**src/design/sidfl_pkg.sv**
```systemverilog
// sidfl_pkg: command and status codes, sequencer states and register indexes
// for the sync id free list allocator; no dependencies
package sidfl_pkg;

  typedef enum logic [2:0] {
    CMD_INIT       = 3'd0,
    CMD_ALLOC_SYNC = 3'd1,
    CMD_ALLOC_GRP  = 3'd2,
    CMD_ALLOC_MON  = 3'd3,
    CMD_REL_SYNC   = 3'd4,
    CMD_REL_MON    = 3'd5,
    CMD_DUMMY      = 3'd6,
    CMD_NOP        = 3'd7
  } cmd_e;

  typedef enum logic [1:0] {
    ST_OK       = 2'd0,
    ST_NONE     = 2'd1,
    ST_OVERFLOW = 2'd2,
    ST_RESERVED = 2'd3
  } status_e;

  typedef enum logic [3:0] {
    S_IDLE,
    S_DISPATCH,
    S_INIT_SYNC,
    S_INIT_MON,
    S_GRP_RD,
    S_GRP_WAIT,
    S_SPLIT,
    S_SGL_RD,
    S_SGL_WAIT,
    S_MON_RD,
    S_MON_WAIT,
    S_GRPA_RD,
    S_GRPA_WAIT,
    S_DONE
  } state_e;

  localparam logic [2:0] REG_SYNC_BASE = 3'd0;
  localparam logic [2:0] REG_SYNC_CNT  = 3'd1;
  localparam logic [2:0] REG_SYNC_RLO  = 3'd2;
  localparam logic [2:0] REG_SYNC_RHI  = 3'd3;
  localparam logic [2:0] REG_MON_BASE  = 3'd4;
  localparam logic [2:0] REG_MON_CNT   = 3'd5;
  localparam logic [2:0] REG_MON_RLO   = 3'd6;
  localparam logic [2:0] REG_MON_RHI   = 3'd7;

  typedef struct packed {
    logic [11:0] sync_base;
    logic [9:0]  sync_count;
    logic [11:0] sync_rlo;
    logic [11:0] sync_rhi;
    logic [11:0] mon_base;
    logic [8:0]  mon_count;
    logic [11:0] mon_rlo;
    logic [11:0] mon_rhi;
  } cfg_t;

endpackage

```
**src/design/sidfl_regs.sv**
```systemverilog
// sidfl_regs: apb configuration registers of the allocator
// depends on sidfl_pkg
module sidfl_regs
  import sidfl_pkg::*;
(
  input  logic        clk_i,
  input  logic        rst_ni,
  input  logic        psel,
  input  logic        penable,
  input  logic        pwrite,
  input  logic [4:0]  paddr,
  input  logic [31:0] pwdata,
  output logic [31:0] prdata,
  output logic        pready,
  output cfg_t        cfg_o
);
  cfg_t cfg_q;
  logic [2:0] idx;
  logic wr;

  assign idx = paddr[4:2];
  assign wr = psel && penable && pwrite;
  assign pready = 1'b1;
  assign cfg_o = cfg_q;

  always_ff @(posedge clk_i or negedge rst_ni) begin
    if (!rst_ni) begin
      cfg_q <= '0;
    end else if (wr) begin
      unique case (idx)
        REG_SYNC_BASE: cfg_q.sync_base  <= pwdata[11:0];
        REG_SYNC_CNT:  cfg_q.sync_count <= pwdata[9:0];
        REG_SYNC_RLO:  cfg_q.sync_rlo   <= pwdata[11:0];
        REG_SYNC_RHI:  cfg_q.sync_rhi   <= pwdata[11:0];
        REG_MON_BASE:  cfg_q.mon_base   <= pwdata[11:0];
        REG_MON_CNT:   cfg_q.mon_count  <= pwdata[8:0];
        REG_MON_RLO:   cfg_q.mon_rlo    <= pwdata[11:0];
        REG_MON_RHI:   cfg_q.mon_rhi    <= pwdata[11:0];
        default: ;
      endcase
    end
  end

  always_comb begin
    unique case (idx)
      REG_SYNC_BASE: prdata = {20'd0, cfg_q.sync_base};
      REG_SYNC_CNT:  prdata = {22'd0, cfg_q.sync_count};
      REG_SYNC_RLO:  prdata = {20'd0, cfg_q.sync_rlo};
      REG_SYNC_RHI:  prdata = {20'd0, cfg_q.sync_rhi};
      REG_MON_BASE:  prdata = {20'd0, cfg_q.mon_base};
      REG_MON_CNT:   prdata = {23'd0, cfg_q.mon_count};
      REG_MON_RLO:   prdata = {20'd0, cfg_q.mon_rlo};
      REG_MON_RHI:   prdata = {20'd0, cfg_q.mon_rhi};
      default:       prdata = '0;
    endcase
  end
endmodule

```
**config.mk**
```make
export PLATFORM = sky130hd
export DESIGN_NAME = sidfl_regs
export DESIGN_NICKNAME = d
export VERILOG_FILES = /design/src/design/sidfl_pkg.sv /design/src/design/sidfl_regs.sv
export SDC_FILE = /design/constraint.sdc
export NUM_CORES = 1
export LEC_CHECK = 0
export BUFFER_PORTS_ARGS = -buffer_cell sky130_fd_sc_hd__buf_2
export CORE_MARGIN = 4
export CORE_UTILIZATION = 35
export DETAILED_ROUTE_END_ITERATION = 16
export PLACE_DENSITY = 0.65
export RECOVER_POWER = 25
export SLEW_MARGIN = 20
export SYNTH_ARGS = -nofsm -noshare
export SYNTH_HDL_FRONTEND = slang
export SYNTH_SLANG_ARGS = --single-unit
```
**constraint.sdc**
```tcl
create_clock -name clk_i -period 3.29 [get_ports clk_i]
set_clock_uncertainty 0.1 [all_clocks]
set_input_delay 0.1645 -clock clk_i [delete_from_list [all_inputs] [get_ports clk_i]]
set_output_delay 0.1645 -clock clk_i [all_outputs]
set_load 0.02 [all_outputs]
```
==> results of run 1 <==
report_power, final:
group / total (mW) / switching (mW) / internal [mW]
clock network: 1.01 / 0.412 / 0.595
registers: 1.51 / 0.174 / 1.34
logic: 0.980 / 0.605 / 0.376
cells by family (layout without fill, tap and decap cells):
| logic type | Yosys count | count (layout) | share of synthesized area, % |
|---|---|---|---|
| DFF | 91 | 91 | 51.18 |
| and+or+nand+nor | 43 | 43 | 5.821 |
| AOI/OAI and AO/OA | 38 | 38 | 6.805 |
| muxes | 116 | 116 | 30.03 |
| other | 2 | 21 | 0.1688 |
| buffers and inverters | 42 | 149 | 5.990 |
cell usage after synthesis (all sizes together):
library cell  count  area, sq um
nand2            10        37.54
or3               1        6.260
o21a              2        15.01
mux4              4        90.09
o21ai             1        5.000
a31oi             8        50.05
o31ai             1        7.510
buf              38        251.5
nor2             14        62.56
a21bo             8        80.08
mux2i            12        120.1
and3b             1        8.760
nor3b             8        60.06
a211o             8        70.07
nand4             1        12.51
o211ai           10        75.07
nand2b            2        12.51
conb              2        7.510
clkbuf            4        15.01
mux2            100         1126
dfrtp            91         2277
nand3             3        15.01
nand4b            1        23.77
nor3              2        20.02
what timing repair did:
item | 4_1_cts | 5_1_grt
hold buffers | 1 | 0
setup endpoints to repair | 0 | 0
endpoints found under the hold margin | 72 | 0
metal layers:
metal  part of all wire, %  up-vias  track usage, %
li1                      -     1407               -
met1                    44     1610           21.89
met2                    49       99           28.54
met3                   5.6       12           4.677
met4                   1.3        0           3.824
met5                     0        -               0
area by class of cell:
| type | count | share of cell area (%) |
|---|---|---|
| sequential | 91 | 42.26 |
| multi-input combinational | 218 | 37.10 |
| timing repair buffer | 133 | 11.31 |
| clock buffer | 15 | 5.340 |
| tap | 168 | 3.901 |
| clock inverter | 1 | 0.09287 |
path summary, 6_finish.rpt:
path / start / end / slack (ps) / depth (start not counted)
setup / recovery: paddr[2] / prdata[0] / 1150 / 5
hold / removal: pwdata[10] / cfg_o[89]$_DFFE_PN0P_ / 30 / 2
setup reg to reg: cfg_o[6]$_DFFE_PN0P_ / cfg_o[6]$_DFFE_PN0P_ / 2390 / 1
hold reg to reg: cfg_o[49]$_DFFE_PN0P_ / cfg_o[49]$_DFFE_PN0P_ / 430 / 1
max in group asynchronous: rst_ni / cfg_o[65]$_DFFE_PN0P_ / 1900 / 3
min in group asynchronous: rst_ni / cfg_o[12]$_DFFE_PN0P_ / 420 / 2
==> summary by stage, run 1 <==
Run status
The run finished with clean final reports.

Final layout
Leaving out filler cells and counting taps, the final layout contains ~630. The flip-flop count of the largest register, all copies and words added is 91. The area taken by flip-flops and latches is 2277 sq um. The repair_antennas step left the layout with diodes totalling 0. The final standard cell area without fillers is 5389 sq um. Of the cells placed in the final design, the portion with a size suffix greater than 1 is 43.01%. The filler cell count in the final layout is 1189. Compared with the post-synthesis result, the final layout area differs by 21.12%. The post-layout net count is 495. The multi-input gate area in the final layout is between 1500 and 2000 sq um.

The commonest non-fill, non-tap cell in the layout is sky130_fd_sc_hd__mux2_2. The top cell types in the final layout, fill and taps aside, are 100 x sky130_fd_sc_hd__mux2_2, 91 x sky130_fd_sc_hd__dfrtp_1, 73 x sky130_fd_sc_hd__clkbuf_1, 50 x sky130_fd_sc_hd__buf_2, 21 x sky130_fd_sc_hd__conb_1. The utilization of the core after routing is 44.13%.

Clock network
The number of gates resized after cts is 0. The cell sitting at the root of the clock tree is a sky130_fd_sc_hd__clkbuf_16. The clock tree from TritonCTS is yes. CTS saw 91 sinks. The later pin in the worst-skew pair is clocked with a latency of 330 ps. The clock tree synthesis step divided the H-tree into 3 levels. The maximum buffer depth of the clock tree is 2.

The CTS clock-pin slew for the worst setup and hold paths is 60 ps. In this run the post-CTS setup repair buffer count came out at 0. TritonCTS created 9 clock buffers.

Placement
Including well taps, the total number of placed cells is 609. In this run the cell area measured after placement is 5175 sq um. The count of buffers added on input and output ports is 122. The setup slack at placement is 933.6 ps. The weighted congestion at the end of routability-driven global placement is roughly 0.77.

The post-DP HPWL is 8350 microns.

Routing
The first detailed-routing pass ran for 4 iterations. Using the TritonRoute via totals, the vias-per-cell ratio works out to approximately 5. The final layout contains routed wiring with a total length of 12240 microns. The final route contains 3128 vias. For this block, the initial DRC count from the detailed router was 92. The total DRC errors in the routed layout is 0. Dividing the detail-routed wire length by the instance count gives 19.56 microns. In this run the remaining antenna-violating nets after routing total 0.

Critical path
In this run the worst path has a maximum fanout of 24. The most numerous cell on the critical path is sky130_fd_sc_hd__buf_2. The type of element capturing the critical path is a primary output. Counting both buffers and inverters, the worst setup path holds a total of 3.

The start-to-end type of the worst setup path is in -> out. The category of the worst setup path launch point is a primary input. The cell class contributing the biggest share of worst-path delay is buffers and inverters. The critical path goes through buf_2, buf_4, mux4_2, mux2_2, buf_2. On the worst path, the slowest cell contributes a delay of 500 ps.

At the worst endpoint, the arrival time is 1870 ps. The critical-path cell with the highest stage delay is sky130_fd_sc_hd__mux4_2. At the worst endpoint, the required time is 3030 ps.

Synth
The synthesized area is 4449 sq um. The total of warnings raised by yosys is 0. The instance count of the mapped netlist is 332. Synthesis instantiated 28 different standard cells from the library. The average size of a mapped cell is 13.40 sq um. The synthesis-stage register bit count is between 90 and 100.

After synthesis, flip-flops and latches occupy 51.18% of the total area.

STA
The worst-case hold slack is between 30 and 40 ps. Timing would allow up to 467.7 MHz. The accumulated negative setup slack is 0 ps. Setup repair after global routing left no endpoint under its margin. The final critical delay including setup and external delays is approximately 2100 ps. The number of hold violations in the final report was 0.

The slew at the pin closest to its max-slew limit is 955.4 ps. Setup violations remaining at the end of the flow were counted as 0. The number of max-slew violations in the final report came to 0. Dividing the final minimum period by the clock period gives 64.99%. The relative max-transition margin is 36.31%. The minimum setup slack in the final design is 1152 ps.

Power
The static power due to leakage is 2.472 nW. The total power divided by cell area is 649.5 nW/um^2. The total power of the final layout is 3.500 mW. Across the VDD grid, the largest voltage drop is between 0.2 and 0.3 mV.

Floorplan
The number of top-level pins is 166. The width of the chip is 120.8 microns. The die covers 14580 sq um. The region available for standard cell placement spans ~12000 sq um. The initial standard-cell utilization of the core is ~36%. The height of the die is 120.8 microns. Row generation in the floorplan step produced 40 rows.

Min path
The worst hold path belongs to the class in -> reg.

Global routing
Summed over all layers, the global routing overflow is 0. The global-route usage over all layers is between 10% and 20%. The first global-routing pass estimated between 15000 and 20000 microns of wire. Entering global routing, the biggest net connects 75 pins.

The via count of the first global-routing pass is 3201. The number of antenna violations at the first check in global routing is 0.

Run
Max-cap violations in this run came to 0.
Note: power is estimated with default switching activity, not from simulation.
==> run 2: changes to the inputs <==
--- a/config.mk
+++ b/config.mk
@@ -5,11 +5,12 @@
 export SDC_FILE = /design/constraint.sdc
 export NUM_CORES = 1
 export LEC_CHECK = 0
+export ABC_AREA = 1
 export BUFFER_PORTS_ARGS = -buffer_cell sky130_fd_sc_hd__buf_2
 export CORE_MARGIN = 4
 export CORE_UTILIZATION = 35
 export DETAILED_ROUTE_END_ITERATION = 16
-export PLACE_DENSITY = 0.65
+export PLACE_DENSITY = 0.67
 export RECOVER_POWER = 25
 export SLEW_MARGIN = 20
 export SYNTH_ARGS = -nofsm -noshare
==> constraint.sdc (replaced) <==
create_clock -name clk_i -period 1.7 [get_ports clk_i]
set_clock_uncertainty 0.1 [all_clocks]
set_input_delay 0.085 -clock clk_i [delete_from_list [all_inputs] [get_ports clk_i]]
set_output_delay 0.085 -clock clk_i [all_outputs]
set_load 0.02 [all_outputs]
==> run 2 against run 1 <==
Total power grew 100%. Die area grew 1.6%. Critical path depth is the same.
==> summary by stage, run 2 <==
Run status
The run finished with clean final reports.

Critical path
In this run the worst setup path begins at cfg_o[65]$_DFFE_PN0P_. The path depth of the worst reg2reg path was 2 (+1). The critical-path maximum fanout is 3 (-88%). The required time of the critical path came to 1510 ps (-1520 ps). The setup path with the least slack is of type reg -> out.

The arrival time of data at the critical path endpoint came to 1420 ps (-450 ps). The type of element capturing the critical path is a primary output. The worst flop-to-flop path startpoint is cfg_o[21]$_DFFE_PN0P_. The category of the worst setup path launch point is a flop. The destination of the worst register-to-register timing path is cfg_o[21]$_DFFE_PN0P_.

The worst reg-to-reg setup slack was 880 ps (-1510 ps). The end of the critical path is prdata[8].

Clock network
The maximum buffer depth of the clock tree came to 2 (unchanged). The CTS clock-pin slew for the worst setup and hold paths is 60 ps (about the same). TritonCTS built the clock tree. The H-tree depth came to 3 (unchanged). The master cell of the clock root buffer is sky130_fd_sc_hd__clkbuf_16.

The total number of clock tree sinks is 91 (unchanged). The number of buffers created by CTS is 9 (unchanged). The clock insertion delay at the later pin of the skew report was 340 ps (about the same). The post-CTS repair timing setup buffer count is 0 (unchanged).

Power
The internal power of the cells is 4.331 mW (+87%). The total power divided by cell area came to 1243 nW/um^2 (+91%). The combinational group share of total power is 31.2% (+3.2 points). The switching power of the nets is 2.663 mW (+120%). The maximum resistive drop on vdd is 0.4480 mV (+61%). The proportion of power drawn by flip-flops and latches is 42.7% (-0.5 points). The fraction of power spent switching nets came to 38.08% (+4.1 points). The relative contribution of the clock network to total power came to 26.0% (-2.8 points). The static power due to leakage is 2.904 nW (+17%).

Synth
The count of cell types in the netlist is 25 (-11%). The total of warnings raised by yosys was 0 (unchanged). The synthesized area is 4527 sq um (+1.7%). The synthesis-stage register bit count is 91 (unchanged). Summed over all instances, the cell type with the most area after synthesis is sky130_fd_sc_hd__dfrtp_1. The area share of the largest cell type after synthesis is 50.30% (-0.88 points). The most instantiated library cell after synthesis is sky130_fd_sc_hd__nand2_1.

The instance count of the mapped netlist is 537 (+62%). The fraction of registers with async set or reset after synthesis is 100.0% (unchanged). The number of synthesized flops with an enable pin is 0 (unchanged). Yosys attributes the largest share of cell area to sky130_fd_sc_hd__dfrtp_1 50%, sky130_fd_sc_hd__nand2_1 9.6%, sky130_fd_sc_hd__nand4_1 7.3%. The dominant synthesized flop cell is sky130_fd_sc_hd__dfrtp_1. By count the netlist is led by 116 x sky130_fd_sc_hd__nand2_1, 91 x sky130_fd_sc_hd__dfrtp_1, 58 x sky130_fd_sc_hd__nor2_1, 58 x sky130_fd_sc_hd__o21ai_1, 53 x sky130_fd_sc_hd__nand4_1. The sequential element share of the synthesized area is 50.30% (-0.88 points). The average size of a mapped cell is 8.430 sq um (-37%).

Final layout
In the layout the commonest cells are 121 x sky130_fd_sc_hd__buf_2, 116 x sky130_fd_sc_hd__nand2_1, 91 x sky130_fd_sc_hd__dfrtp_1, 58 x sky130_fd_sc_hd__o21ai_1, 56 x sky130_fd_sc_hd__nor2_1. The flip-flop count of the largest register, all copies and words added is 91 (unchanged). The count of antenna diodes in the layout came to 0 (unchanged).

The proportion of layout cells with a drive suffix above 1 is 27.52% (-15 points). The filler cell count in the final layout is 1245 (+4.7%). From synthesis to final layout, the design area changed by 24.27%.

The post-layout net count is 703 (+42%). The utilization of the core after routing is 44.58% (+0.45 points). The commonest non-fill, non-tap cell in the layout is sky130_fd_sc_hd__buf_2.

STA
After layout, the minimum clock period comes to 1606 ps. After layout, the worst path uses 94.45% of the clock period. The setup-violating endpoint count in the final report is 0 (unchanged). The slew at the pin closest to its max-slew limit is 643.0 ps (-312.4 ps). The accumulated negative setup slack is 0 ps (unchanged). The number of max-slew violations in the final report was 0 (unchanged). The relative max-transition margin is 57.13% (+21 points). The number of hold violations in the final report is 0 (unchanged). Static timing analysis puts the maximum clock frequency at 622.8 MHz.

Routing
The DRC marker count from the first detailed-route iteration was 369 (+300%). The routed via count is 4279 (+37%). The total DRC errors in the routed layout was 0 (unchanged). The residual antenna-violating net count after detailed routing was 0 (unchanged). The number of detailed-routing iterations run before antenna repair is 5 (+1).

The total wire length after detailed routing is 14940 microns (+22%). The number of vias per cell after detailed routing is 5.112 (+2.3%). The average wire per standard cell is 17.85 microns (-8.7%).

Placement
The weighted congestion at the end of routability-driven global placement is 0.9061 (+18%). The total of buffers placed on input and output ports is 122 (unchanged). The post-DP HPWL came to 10980 microns (+32%).

Floorplan
The die outline area is 14820 sq um (+1.6%). The width of the chip is 121.7 microns (+0.81%). The placeable core region came to 12620 sq um (+3.3%). The height of the die was 121.7 microns (+0.81%). The initial standard-cell utilization of the core was 35.87% (-0.56 points). The number of rows created at floorplan is 41 (+2.5%). The number of top-level pins was 166 (unchanged).

Global routing
The largest net degree at the start of global routing is 37 (-51%). The global-route usage over all layers was 20.51% (+3.5 points). The first-pass GRT wire length is 22770 microns (+21%). The number of antenna violations at the first check in global routing is 0 (unchanged). The overall overflow remaining after global route came to 0 (unchanged). The via count of the first global-routing pass was 3942 (+23%).

Run
The number of max-cap violations is 0 (unchanged).

Min path
The type of the most critical hold path is in -> async.
-- run 2: changes by cell type after synthesis, moves of 20 or more --
cell                      delta
sky130_fd_sc_hd__nor2_1     +46
sky130_fd_sc_hd__nand4_1    +53
sky130_fd_sc_hd__o21ai_1    +58
sky130_fd_sc_hd__mux2_2    -100
sky130_fd_sc_hd__nand3_1    +20
sky130_fd_sc_hd__inv_1      +27
sky130_fd_sc_hd__nand2_1   +106
-- run 2: worst min path at each step --
stage | startpoint | end | slack, ps | cells after the start
6_report | rst_ni | cfg_o[77]$_DFFE_PN0P_ | 200 | 2
3_3_place_gp | rst_ni | cfg_o[77]$_DFFE_PN0P_ | -90 | 1
2_1_floorplan | rst_ni | cfg_o[0]$_DFFE_PN0P_ | -310 | 0
4_1_cts | rst_ni | cfg_o[77]$_DFFE_PN0P_ | 100 | 2
5_1_grt | rst_ni | cfg_o[3]$_DFFE_PN0P_ | 250 | 2
3_5_place_dp | rst_ni | cfg_o[77]$_DFFE_PN0P_ | -80 | 1
-- run 2: layer usage --
layer  global-route usage (%)  vias to the layer above  wire (microns)
li1                         -                     2010               -
met1                    27.21                     1985            6129
met2                    30.74                      246            6731
met3                    5.757                       38            1472
met4                    10.29                        0             607
met5                        0                        -               0
-- run 2: worst max-delay path: stages (launching register included) --
cell and delay [ps]:
sky130_fd_sc_hd__dfrtp_1 400, sky130_fd_sc_hd__nand4_1 100, sky130_fd_sc_hd__nand2_1 110, sky130_fd_sc_hd__nor2_2 150
sky130_fd_sc_hd__nand3_1 130, sky130_fd_sc_hd__buf_2 190
-- run 2: area by class of cell --
type | instances | area, sq um | share of cell area (%)
Clock buffer | 13 | 250.2 | 4.448
Clock inverter | 2 | 12.51 | 0.2224
Inverter | 31 | 116.4 | 2.069
Tap cell | 172 | 215.2 | 3.826
Sequential cell | 91 | 2277 | 40.48
Multi-Input combinational cell | 377 | 1846 | 32.81
Timing Repair Buffer | 151 | 908.4 | 16.15
-- run 2: cell families (layout without fill, tap and decap cells) --
family | count (synthesis) | in the layout | share of synthesized area (%)
AND/OR/NAND/NOR | 263 | 263 | 27.23
buffers and inverters | 88 | 197 | 10.61
flip-flops | 91 | 91 | 50.30
other | 2 | 21 | 0.1659
AO/OA/AOI/OAI | 93 | 93 | 11.69
-- run 2: through the flow --
stage | power (mW) | cell area [sq um] | hold WS, ps | setup slack [ps] | std cells
after global routing | 7.373 | 5625 | 249.6 | -18.61 | 837
after detailed placement | 5.201 | 5245 | -81.89 | 82.83 | 809
after floorplan | 4.298 | 4598 | -310.6 | 555.0 | 556
after CTS | 7.037 | 5638 | 99.08 | 73.75 | 837
final | 6.994 | 5625 | 201.7 | 94.37 | 837
after global placement | 5.154 | 5245 | -85.95 | 108.2 | 809
-- run 2: timing repair --
action                                 4_1_cts  5_1_grt
resized for setup                            0        2
setup endpoints to repair                    0        2
hold buffers                                13        0
endpoints found under the hold margin      103        0
-- run 2: power groups by stage --
stage          Sequential (mW)  Clock (mW)  Combinational, mW
6_report                  2.99        1.82               2.18
5_1_grt                   3.05        1.94               2.39
4_1_cts                   2.99        1.84               2.21
3_5_place_dp              3.02           0               2.18
3_3_place_gp              3.00           0               2.15
2_1_floorplan             3.49           0              0.805
==> run 3: changes to the inputs <==
--- a/config.mk
+++ b/config.mk
@@ -12,7 +12,7 @@
 export DETAILED_ROUTE_END_ITERATION = 16
 export PLACE_DENSITY = 0.67
 export RECOVER_POWER = 25
-export SLEW_MARGIN = 20
+export REMOVE_ABC_BUFFERS = 1
 export SYNTH_ARGS = -nofsm -noshare
 export SYNTH_HDL_FRONTEND = slang
 export SYNTH_SLANG_ARGS = --single-unit
==> run 3 against run 2 <==
Clock power rose by 17%. Setup slack improved by 91 ps. Fmax rose by 6.0%. Sequential share of layout area fell by 1.2 points. First-iteration DRC count fell by 20%. Routed wire length fell by 3.6%. Critical endpoint is now prdata[6]. Highest routed layer unchanged.
==> summary by stage, run 3 (synthesized netlist as in run 2, its figures left out) <==
Power
The relative contribution of the clock network to total power came to 29.4% (+3.4 points). The static power due to leakage is 3.005 nW (+3.5%). The total power divided by cell area is 1251 nW/um^2 (+0.59%). The fraction of power spent switching nets is 36.49% (-1.6 points).

The maximum resistive drop on vdd is 0.5193 mV (+16%). The proportion of power drawn by flip-flops and latches came to 41.2% (-1.5 points). The internal power of the cells is 4.601 mW (+6.2%). The switching power of the nets is 2.644 mW (-0.74%). The combinational group share of total power came to 29.3% (-1.9 points).

STA
The number of max-slew violations in the final report is 0 (unchanged). The fmax is 660.4 MHz (+6.0%). The final period utilization is 89.07% (-5.4 points). The number of hold violations in the final report is 0 (unchanged).

The setup-violating endpoint count in the final report is 0 (unchanged). The relative max-transition margin was 42.39% (-15 points). The slew at the pin closest to its max-slew limit came to 864.1 ps (+221.2 ps). The final critical delay including setup and external delays is 1514 ps (-91.46 ps). Setup repair after global routing left no endpoint under its margin. The accumulated negative setup slack is 0 ps (unchanged).

Routing
The DRC marker count from the first detailed-route iteration is 297 (-20%). The highest layer touched by signal routing is met4. The total DRC errors in the routed layout is 0 (unchanged).

The detailed-route wire length on metal 1 came to 6053 microns (-1.2%). The routed via count came to 4275 (-0.093%). The number of detailed-routing iterations run before antenna repair came to 5 (unchanged). The average wire per standard cell is 16.84 microns (-5.6%). The residual antenna-violating net count after detailed routing is 0 (unchanged). The number of vias per cell after detailed routing is 5.000 (-2.2%). The total wire length after detailed routing was 14400 microns (-3.6%). The met2 wirelength from detailed routing is 6972 microns (+3.6%). The met3 wirelength from detailed routing is 1082 microns (-26%).

Clock network
The clock insertion delay at the later pin of the skew report was 350 ps (about the same). TritonCTS built the clock tree. The H-tree depth is 3 (unchanged). The root buffer cell chosen for the clock tree is sky130_fd_sc_hd__clkbuf_16. The total number of clock tree sinks is 91 (unchanged).

The number of buffers created by CTS came to 9 (unchanged). The CTS clock-pin slew for the worst setup and hold paths was 70 ps (about the same). The maximum buffer depth of the clock tree is 2 (unchanged).

Final layout
The count of antenna diodes in the layout is 0 (unchanged). The flip-flop count of the largest register, all copies and words added is 91 (unchanged). The growth of design area from synthesis to finish is 27.97%. The utilization of the core after routing is 45.91% (+1.3 points). The post-layout net count came to 720 (+2.4%). The commonest non-fill, non-tap cell in the layout is sky130_fd_sc_hd__buf_2.

The proportion of layout cells with a drive suffix above 1 is 29.28% (+1.8 points). In the layout the commonest cells are 121 x sky130_fd_sc_hd__buf_2, 116 x sky130_fd_sc_hd__nand2_1, 91 x sky130_fd_sc_hd__dfrtp_1, 59 x sky130_fd_sc_hd__nor2_1, 58 x sky130_fd_sc_hd__o21ai_1.

Global routing
The overall overflow remaining after global route came to 0 (unchanged). The via count of the first global-routing pass is 4168 (+5.7%). The global-route usage over all layers came to 20.09% (-0.42 points). The number of antenna violations at the first check in global routing is 0 (unchanged). The largest net degree at the start of global routing is 41 (+11%). The first-pass GRT wire length is 22750 microns (about the same).

Critical path
The start-to-end type of the worst setup path is reg -> out. STA classifies the critical path endpoint as a primary output. The critical-path maximum fanout is 3 (unchanged). STA classifies the critical path startpoint as a flop. The arrival time of data at the critical path endpoint came to 1330 ps (-90 ps). The worst flop-to-flop path startpoint is cfg_o[78]$_DFFE_PN0P_. The required time of the critical path is 1510 ps (about the same).

The beginning of the critical path is cfg_o[30]$_DFFE_PN0P_.

Placement
The weighted congestion at the end of routability-driven global placement is 0.8338 (-8.0%). The post-DP HPWL came to 10370 microns (-5.6%). The total of buffers placed on input and output ports is 122 (unchanged).

Floorplan
The number of rows created at floorplan was 41 (unchanged). The height of the die is 121.7 microns (unchanged). The die outline area is 14820 sq um (unchanged). The number of top-level pins is 166 (unchanged).

The initial standard-cell utilization of the core is 35.87% (unchanged). The width of the chip is 121.7 microns (unchanged). The placeable core region is 12620 sq um (unchanged).

Min path
In this run the worst hold path is classified as in -> reg. The source of the worst hold timing path is penable.

Run status
The run finished with clean final reports.

Run
The number of max-cap violations was 0 (unchanged).
## run 3: worst max-delay path: stages, from the launching register on
cell and delay (ps):
sky130_fd_sc_hd__dfrtp_1 410, sky130_fd_sc_hd__nand4_1 100, sky130_fd_sc_hd__nand2_1 50, sky130_fd_sc_hd__nor2_1 150, sky130_fd_sc_hd__nand3_1 90, sky130_fd_sc_hd__buf_2 170
## run 3: what timing repair did
item / 4_1_cts / 5_1_grt
buffers inserted: 0 / 0
resized for setup: 0 / 0
endpoints found under the hold margin: 115 / 0
hold buffers: 13 / 0
setup endpoints to repair: 0 / 0
## run 3: power by group through the flow
stage | registers, mW | clock network (mW) | logic [mW]
2_1_floorplan | 3.49 | 0 | 0.711
3_3_place_gp | 2.99 | 0 | 2.10
3_5_place_dp | 3.02 | 0 | 2.13
4_1_cts | 2.98 | 2.18 | 2.16
5_1_grt | 3.04 | 2.27 | 2.34
6_report | 2.99 | 2.13 | 2.13
## run 3: routing by layer
layer / GRT usage (%) / vias up
li1: - / 2045
met1: 25.94 / 2033
met2: 32.88 / 173
met3: 5.107 / 24
met4: 7.003 / 0
met5: 0 / -
## run 3: path summary, 6_finish.rpt
| check | cells after the start | to | slack [ps] |
|---|---|---|---|
| worst min-delay path | 5 | cfg_o[28]$_DFFE_PN0P_ | 230 |
| min in group asynchronous | 2 | cfg_o[19]$_DFFE_PN0P_ | 280 |
| worst max register to register | 2 | cfg_o[78]$_DFFE_PN0P_ | 880 |
| worst min register to register | 2 | cfg_o[52]$_DFFE_PN0P_ | 410 |
| max in group asynchronous | 3 | cfg_o[14]$_DFFE_PN0P_ | 370 |
| worst max-delay path | 5 | prdata[6] | 190 |
## run 3: area by class of cell
class,instances,area [sq um]
fillers,1249,6827
flip-flops and latches,91,2277
multi-input cells,377,1833
repair buffers,168,1033
clock buffers,9,225.2
well taps,172,215.2
inverters,31,116.4
clock inverters,7,92.59
## run 3: through the flow
step / worst slack (ps) / cells / total power [mW] / instance area (sq um) / hold WS [ps]
floorplan: 225.2 / 499 / 4.204 / 4234 / -310.6
global placement: 175.7 / 826 / 5.089 / 5360 / -54.34
detailed placement: 133.3 / 826 / 5.147 / 5360 / -46.92
CTS: 178.9 / 855 / 7.320 / 5808 / 120.5
global route: 88.18 / 855 / 7.652 / 5793 / 269.9
finish: 185.8 / 855 / 7.245 / 5793 / 231.1
